**src/hdl/alu8f_pkg.sv**
```systemverilog
// ----------------------------------------------------------------------------
// alu8f_pkg: shared types and constants for the 8-bit arithmetic ALU
// Operation codes, flag bit positions and the request/response beat formats.
// ----------------------------------------------------------------------------
package alu8f_pkg;

   // Operation codes; codes ten to fifteen are a no-op
   localparam logic [3:0] OP_ADD = 4'd0;
   localparam logic [3:0] OP_ADC = 4'd1;
   localparam logic [3:0] OP_SUB = 4'd2;
   localparam logic [3:0] OP_SBB = 4'd3;
   localparam logic [3:0] OP_INR = 4'd4;
   localparam logic [3:0] OP_DCR = 4'd5;
   localparam logic [3:0] OP_INX = 4'd6;
   localparam logic [3:0] OP_DCX = 4'd7;
   localparam logic [3:0] OP_DAD = 4'd8;
   localparam logic [3:0] OP_DAA = 4'd9;

   // Flag bit positions
   localparam int FLAG_S = 4;
   localparam int FLAG_Z = 3;
   localparam int FLAG_H = 2;
   localparam int FLAG_P = 1;
   localparam int FLAG_C = 0;

   // Decimal adjust constants
   localparam logic [3:0] BCD_MAX_DIGIT = 4'd9;
   localparam logic [7:0] BCD_ADJ_LO    = 8'h06;
   localparam logic [7:0] BCD_ADJ_HI    = 8'h60;

   typedef struct packed {
      logic [3:0]  operation;
      logic [7:0]  acc_in;
      logic [4:0]  flags_in;
      logic [7:0]  operand;
      logic [15:0] pair_value;
      logic [15:0] hl_value;
   } req_type;

   typedef struct packed {
      logic [7:0]  acc_out;
      logic [7:0]  byte_out;
      logic [15:0] pair_out;
      logic [4:0]  flags_out;
   } rsp_type;

endpackage

```
**src/hdl/eight_bit_arith_alu_with_flags.sv**
```systemverilog
// ----------------------------------------------------------------------------
// eight_bit_arith_alu_with_flags: 8080-style arithmetic unit with flags
// Two-register pipeline: request register, one pass of ALU logic, response
// register.
// ----------------------------------------------------------------------------
// Usage:
//   Request channel (req_valid/req_ready/req_data) carries one operation with
//   its accumulator, flags, byte operand, register pair and HL. Response
//   channel (rsp_valid/rsp_ready/rsp_data) returns the new accumulator, the
//   INR/DCR byte, the 16-bit pair result and the new flags, one beat per
//   request, in order.
//   A request beat is held in the request register, passes the ALU logic and
//   is registered in the response register, which drives rsp_valid.
//   Throughput is one beat per cycle while rsp_ready stays high, set by the
//   single ALU pass between the two registers.
//   When the receiver stalls, the response register holds and the request
//   register fills; req_ready drops only once both are occupied and rsp_ready
//   is low, and each stage advances as soon as the stage after it frees up.
//   Reset clears both valid bits; the data registers are not reset, no config.
// ----------------------------------------------------------------------------
module eight_bit_arith_alu_with_flags (
   input  logic                clock,
   input  logic                reset,
   input  logic                req_valid,
   output logic                req_ready,
   input  alu8f_pkg::req_type  req_data,
   output logic                rsp_valid,
   input  logic                rsp_ready,
   output alu8f_pkg::rsp_type  rsp_data
);

   logic               in_vld_ff, in_vld_in;
   alu8f_pkg::req_type in_ff;
   logic               out_vld_ff, out_vld_in;
   alu8f_pkg::rsp_type out_ff;
   logic               out_open;
   logic               in_open;
   logic               in_move;
   alu8f_pkg::rsp_type res;

   // Adder datapath
   logic [7:0] add_a;
   logic [7:0] add_b;
   logic       add_cin;
   logic [8:0] add_sum;
   logic [4:0] add_half;
   logic [4:0] add_flags;

   // Decimal adjust datapath
   logic [3:0] daa_lo;
   logic [3:0] daa_hi;
   logic       daa_lo_adj;
   logic       daa_hi_adj;
   logic [7:0] daa_corr;
   logic [7:0] daa_acc;
   logic [4:0] daa_half;

   // Pair datapath
   logic [16:0] dad_sum;
   logic [15:0] inx_val;
   logic [15:0] dcx_val;

   logic cy;

   // Handshake: each stage takes a beat when it is empty or draining
   assign out_open  = !out_vld_ff || rsp_ready;
   assign in_open   = !in_vld_ff || out_open;
   assign in_move   = in_vld_ff && out_open;
   assign req_ready = in_open;

   assign in_vld_in  = (req_valid && in_open) ? 1'b1 : (in_move ? 1'b0 : in_vld_ff);
   assign out_vld_in = in_move ? 1'b1 : (rsp_ready ? 1'b0 : out_vld_ff);

   always_ff @(posedge clock) begin
      if (reset) begin
         in_vld_ff  <= 1'b0;
         out_vld_ff <= 1'b0;
      end else begin
         in_vld_ff  <= in_vld_in;
         out_vld_ff <= out_vld_in;
      end
   end

   // Load the request register on an accepted beat
   always_ff @(posedge clock) begin
      if (req_valid && in_open) begin
         in_ff <= req_data;
      end
   end

   // Advance the ALU result into the response register
   always_ff @(posedge clock) begin
      if (in_move) begin
         out_ff <= res;
      end
   end

   assign rsp_valid = out_vld_ff;
   assign rsp_data  = out_ff;

   assign cy = in_ff.flags_in[alu8f_pkg::FLAG_C];

   // Select adder operands; subtraction adds the complement
   always_comb begin
      add_a   = in_ff.acc_in;
      add_b   = in_ff.operand;
      add_cin = 1'b0;
      case (in_ff.operation)
         alu8f_pkg::OP_ADC: begin
            add_cin = cy;
         end
         alu8f_pkg::OP_SUB: begin
            add_b   = ~in_ff.operand;
            add_cin = 1'b1;
         end
         alu8f_pkg::OP_SBB: begin
            add_b   = ~in_ff.operand;
            add_cin = ~cy;
         end
         alu8f_pkg::OP_INR: begin
            add_a = in_ff.operand;
            add_b = 8'h01;
         end
         alu8f_pkg::OP_DCR: begin
            add_a   = in_ff.operand;
            add_b   = 8'hFE;
            add_cin = 1'b1;
         end
         default: begin
            add_cin = 1'b0;
         end
      endcase
   end

   assign add_sum  = {1'b0, add_a} + {1'b0, add_b} + {8'd0, add_cin};
   assign add_half = {1'b0, add_a[3:0]} + {1'b0, add_b[3:0]} + {4'd0, add_cin};

   assign add_flags[alu8f_pkg::FLAG_S] = add_sum[7];
   assign add_flags[alu8f_pkg::FLAG_Z] = (add_sum[7:0] == 8'd0);
   assign add_flags[alu8f_pkg::FLAG_H] = add_half[4];
   assign add_flags[alu8f_pkg::FLAG_P] = ~^add_sum[7:0];
   assign add_flags[alu8f_pkg::FLAG_C] = add_sum[8];

   // Decimal adjust of the accumulator
   assign daa_lo     = in_ff.acc_in[3:0];
   assign daa_hi     = in_ff.acc_in[7:4];
   assign daa_lo_adj = (daa_lo > alu8f_pkg::BCD_MAX_DIGIT) ||
                       in_ff.flags_in[alu8f_pkg::FLAG_H];
   assign daa_hi_adj = (daa_hi > alu8f_pkg::BCD_MAX_DIGIT) ||
                       ((daa_hi >= alu8f_pkg::BCD_MAX_DIGIT) &&
                        (daa_lo > alu8f_pkg::BCD_MAX_DIGIT)) || cy;
   assign daa_corr   = (daa_lo_adj ? alu8f_pkg::BCD_ADJ_LO : 8'h00) |
                       (daa_hi_adj ? alu8f_pkg::BCD_ADJ_HI : 8'h00);
   assign daa_acc    = in_ff.acc_in + daa_corr;
   assign daa_half   = {1'b0, daa_lo} + {1'b0, daa_corr[3:0]};

   // Pair arithmetic
   assign dad_sum = {1'b0, in_ff.pair_value} + {1'b0, in_ff.hl_value};
   assign inx_val = in_ff.pair_value + 16'd1;
   assign dcx_val = in_ff.pair_value - 16'd1;

   // Build the result beat; untouched flags pass through
   always_comb begin
      res.acc_out   = in_ff.acc_in;
      res.byte_out  = 8'd0;
      res.pair_out  = 16'd0;
      res.flags_out = in_ff.flags_in;
      unique case (in_ff.operation)
         alu8f_pkg::OP_ADD, alu8f_pkg::OP_ADC: begin
            res.acc_out   = add_sum[7:0];
            res.flags_out = add_flags;
         end
         alu8f_pkg::OP_SUB, alu8f_pkg::OP_SBB: begin
            res.acc_out   = add_sum[7:0];
            res.flags_out = add_flags;
            res.flags_out[alu8f_pkg::FLAG_C] = ~add_sum[8];
         end
         alu8f_pkg::OP_INR, alu8f_pkg::OP_DCR: begin
            res.byte_out  = add_sum[7:0];
            res.flags_out = add_flags;
            res.flags_out[alu8f_pkg::FLAG_C] = cy;
         end
         alu8f_pkg::OP_INX: begin
            res.pair_out = inx_val;
         end
         alu8f_pkg::OP_DCX: begin
            res.pair_out = dcx_val;
         end
         alu8f_pkg::OP_DAD: begin
            res.pair_out = dad_sum[15:0];
            res.flags_out[alu8f_pkg::FLAG_C] = dad_sum[16];
         end
         alu8f_pkg::OP_DAA: begin
            res.acc_out = daa_acc;
            res.flags_out[alu8f_pkg::FLAG_S] = daa_acc[7];
            res.flags_out[alu8f_pkg::FLAG_Z] = (daa_acc == 8'd0);
            res.flags_out[alu8f_pkg::FLAG_H] = daa_half[4];
            res.flags_out[alu8f_pkg::FLAG_P] = ~^daa_acc;
            res.flags_out[alu8f_pkg::FLAG_C] = daa_hi_adj | cy;
         end
         default: begin
            res.acc_out = in_ff.acc_in;
         end
      endcase
   end

   // A held request moves to the response stage once it is free
   a_advance: assert property (@(posedge clock) disable iff (reset)
      in_vld_ff && out_open |=> out_vld_ff)
      else $error("request beat did not advance to response stage");

   // Request side never stalls while the pipeline is empty
   a_no_false_stall: assert property (@(posedge clock) disable iff (reset)
      !in_vld_ff && !out_vld_ff |-> req_ready)
      else $error("req_ready low with empty pipeline");

   // Byte result is zero except for INR and DCR
   a_byte_zero: assert property (@(posedge clock) disable iff (reset)
      in_vld_ff && in_ff.operation != alu8f_pkg::OP_INR &&
      in_ff.operation != alu8f_pkg::OP_DCR |-> res.byte_out == 8'd0)
      else $error("byte result set for non-INR/DCR operation");

   // Full pipeline under stall stays full
   a_hold_full: assert property (@(posedge clock) disable iff (reset)
      in_vld_ff && out_vld_ff && !rsp_ready |=> in_vld_ff && out_vld_ff)
      else $error("beat dropped while receiver stalled");

endmodule
```
**config.mk**
```make
export PLATFORM = sky130hd
export DESIGN_NAME = eight_bit_arith_alu_with_flags
export DESIGN_NICKNAME = d
export VERILOG_FILES = /design/src/hdl/alu8f_pkg.sv /design/src/hdl/eight_bit_arith_alu_with_flags.sv
export SDC_FILE = /design/constraint.sdc
export NUM_CORES = 1
export LEC_CHECK = 0
export ABC_AREA = 1
export ABC_CLOCK_PERIOD_IN_PS = 5900
export BUFFER_PORTS_ARGS = -buffer_cell sky130_fd_sc_hd__buf_2
export CAP_MARGIN = 20
export CORE_MARGIN = 3
export CORE_UTILIZATION = 30
export DETAILED_ROUTE_END_ITERATION = 10
export PLACE_DENSITY = 0.56
export SLEW_MARGIN = 10
export SYNTH_ARGS = -nofsm -noshare
export SYNTH_HDL_FRONTEND = slang
export SYNTH_SLANG_ARGS = --single-unit
```
**constraint.sdc**
```tcl
create_clock -name clock -period 5.9 [get_ports clock]
set_input_delay 0.885 -clock clock [delete_from_list [all_inputs] [get_ports clock]]
set_output_delay 0.885 -clock clock [all_outputs]
set_load 0.05 [all_outputs]
```
==> summary.txt <==
Global route
  – First-pass GRT wire length: about 24000 um
  – Initial antenna violation count: 0
  – Largest net degree at the start of global routing: 58
  – Vias in the first global route: about 4700
  – GRT Residual Overflow: 0
  – All-Layer GR Usage: 0.141

Logic synthesis
  – Net Count, Synth: 770
  – Post-synth top area share: 0.467
  – Count of cell types in the netlist: 45
  – Sequential-to-total area share from yosys stat: 0.474
  – Avg Inst Size Synth: a little over 9 um^2
  – Synth Warn #: 0
  – Cell taking the most area after synthesis: edfxtp_1
  – Post-synth EDFFs: 94
  – Ys async rst share: 0
  – Main area contributors after synthesis: edfxtp_1, ha_1, nand2_1, nand3_1, o21ai_0
  – Most common flop cell mapped by yosys: edfxtp_1
  – Synth Cell Area: just over 6000 um^2
  – Syn Inst Count: ~660
  – #FFs+latches synth: 96

Cells and area
  – ANT cells: 0
  – Layout cells sized above 1: 0.197
  – Layout area overhead: 18.3%
  – Final #Nets: 877
  – Post-layout util: 0.365
  – Commonest cells after routing, fill and taps aside: nand2_1, buf_2, edfxtp_1, inv_1, nand3_1
  – Most common cell after layout, fill and taps aside: nand2_1

Pwr
  – Leak: ~3.2 nW
  – Cell Pwr Density: 262 nW/um^2
  – Max VDD drop: approximately 0.00015 V

Clock tree
  – Post-CTS Setup Bufs: 0
  – Worst-path clk slew: roughly 70 ps
  – Clock tree buffer depth: 2
  – Clk_lat worst skew: around 360 ps
  – Root buffer cell: clkbuf_16
  – H-tree lvl count: 3
  – CTS buffer count: 9
  – CTS tree: built
  – Hold Buf Count CTS: 0
  – Num Clock Sinks: 96
  – Post-CTS Resized: 0

Routing
  – Post-detailed-route count of antenna-violating nets: 0
  – DR vias: 4833
  – Residual DRC: 0
  – DRT iter0 DRCs: 270
  – Final wirelength: roughly 15000 um
  – 1st-pass router iterations: 5
  – Routed len/inst: 14.6 um
  – Average vias per placed instance: about 4.7

Floorplanning
  – Core area: 19600 um^2
  – Die area: 21900 um^2
  – Starting Density: 0.308
  – Std-Cell Rows: a little over 50
  – Die Y: 148 um
  – Boundary Pins: 100
  – Die W: approximately 150 um

Setup path
  – CP Depth: 21
  – Worst Path Max Fanout: 21
  – CP Cell Sequence: inv_1 -> nand2_4 -> nor2_2 -> inv_2 -> o21ai_0 -> a21oi_1 -> a31oi_1 -> fa_1 -> inv_1 -> fa_1 -> inv_1 -> nand2_1 -> nand3_1 -> xor2_1 -> inv_1 -> ha_1 -> xor2_1 -> xor2_1 -> nand3_1 -> nand3_1 -> nand2_1
  – Worst path most repeated cell: inv_1
  – CP Capture Type: flop
  – CP max stage delay: about 540 ps
  – Buf/Inv on CP: 5
  – Family with the most delay on the worst path: simple AND/OR/NAND/NOR gates
  – WP data arrival: around 4400 ps
  – Crit start category: flop
  – Critical path required time: around 6000 ps
  – Critical path type: reg -> reg
  – Worst r2r path cells: 21
  – Worst path slowest cell: nor2_2

Timing
  – Hold slack final: 524 ps
  – Hold Vio Cnt, Final: 0
  – Peak Freq: around 230 MHz
  – Final setup fails: 0
  – Post-Route Setup TNS: 0 ps
  – Slew headroom: 0.506
  – Fin crit share: 0.727
  – Min Tclk post-route: around 4300 ps
  – Worst Max-Slew Pin Slew: about 740 ps
  – Worst Clk Skew: between 7 and 8 ps
  – Slew Viols, Final: 0
  – Unrepaired setup endpoints after global routing: false

Worst hold path
  – Worst min path class: reg -> reg
  – Depth of the worst hold-timing path: 2

Place
  – GPL Wtd Cong: between 0.8 and 0.9
  – Final HPWL DP: between 10000 and 15000 um
  – Port Buf Inserts: between 90 and 100

Outcome
  – Status: finished, final reports clean

Job
  – Max cap viols: 0
[worst min-delay path, cell delays in order, from the launching register on]
cell and delay, ps:
dfxtp_1 360, nand2_1 80, a21oi_1 50
[kinds of logic after synthesis]
kind of cell / Yosys count / synth area share
adders and majority gates: 53 / 0.116
DFF: 96 / 0.474
xor gates and xnor gates: 14 / 0.0215
AOI/OAI and AO/OA: 127 / 0.121
and+or+nand+nor: 291 / 0.218
buffers and inverters: 75 / 0.0499
[final timing paths]
kind,slack (ps),end,start
worst max-delay path,1610,rsp_data[1]$_DFFE_PP_,in_ff[56]$_DFFE_PP_
worst min-delay path,520,rsp_valid$_SDFFE_PP0P_,rsp_valid$_SDFFE_PP0P_
worst max register to register,1610,rsp_data[1]$_DFFE_PP_,in_ff[56]$_DFFE_PP_
worst min register to register,520,rsp_valid$_SDFFE_PP0P_,rsp_valid$_SDFFE_PP0P_
[layout make-up]
type | instances | area [um^2]
Fill cell | 2045 | 12400
Multi-Input combinational cell | 485 | 2890
Sequential cell | 96 | 2860
Timing Repair Buffer | 101 | 510
Tap cell | 265 | 332
Inverter | 70 | 268
Clock buffer | 9 | 225
Clock inverter | 7 | 62.6
[state kept, by name, summed over array words and instances (netlist names)]
register / cells
rsp_valid: 1
in_vld_ff: 1
in_ff: 48
daa_lo: 4
daa_hi: 4
rsp_data: 37
cy: 1
[cell usage after synthesis (all sizes together), types with 6 or more instances]
library cell / number
nand2: 159
edfxtp: 94
inv: 70
nand3: 59
o21ai: 54
nor2: 49
ha: 48
a21oi: 44
xnor2: 9
nand4: 8
nand3b: 7
a21o: 6
o221ai: 6
[layer usage]
| layer | vias to the layer above | GRT usage | share of wire |
|---|---|---|---|
| met5 | - | 0 | 0 |
| met2 | 100 | 0.262 | 0.51 |
| met3 | 15 | 0.0267 | 0.037 |
| li1 | 2511 | - | - |
| met1 | 2207 | 0.164 | 0.43 |
| met4 | 0 | 0.0425 | 0.017 |
[where the power goes]
group	internal [mW]	leakage, nW	switching [mW]
clock network	0.295	0.133	0.279
registers	0.798	0.938	0.0225
logic	0.166	2.17	0.313
[per-stage QoR]
stage	cells	total power [mW]	setup WS, ps	cell area (um^2)
after floorplan	656	1.19	2370	6040
after global placement	1017	1.31	1730	6860
after detailed placement	1017	1.31	1630	6860
after CTS	1033	1.89	1630	7150
after global routing	1033	1.99	1260	7150
final	1033	1.87	1610	7150
Power figures use the tool's default switching activity.
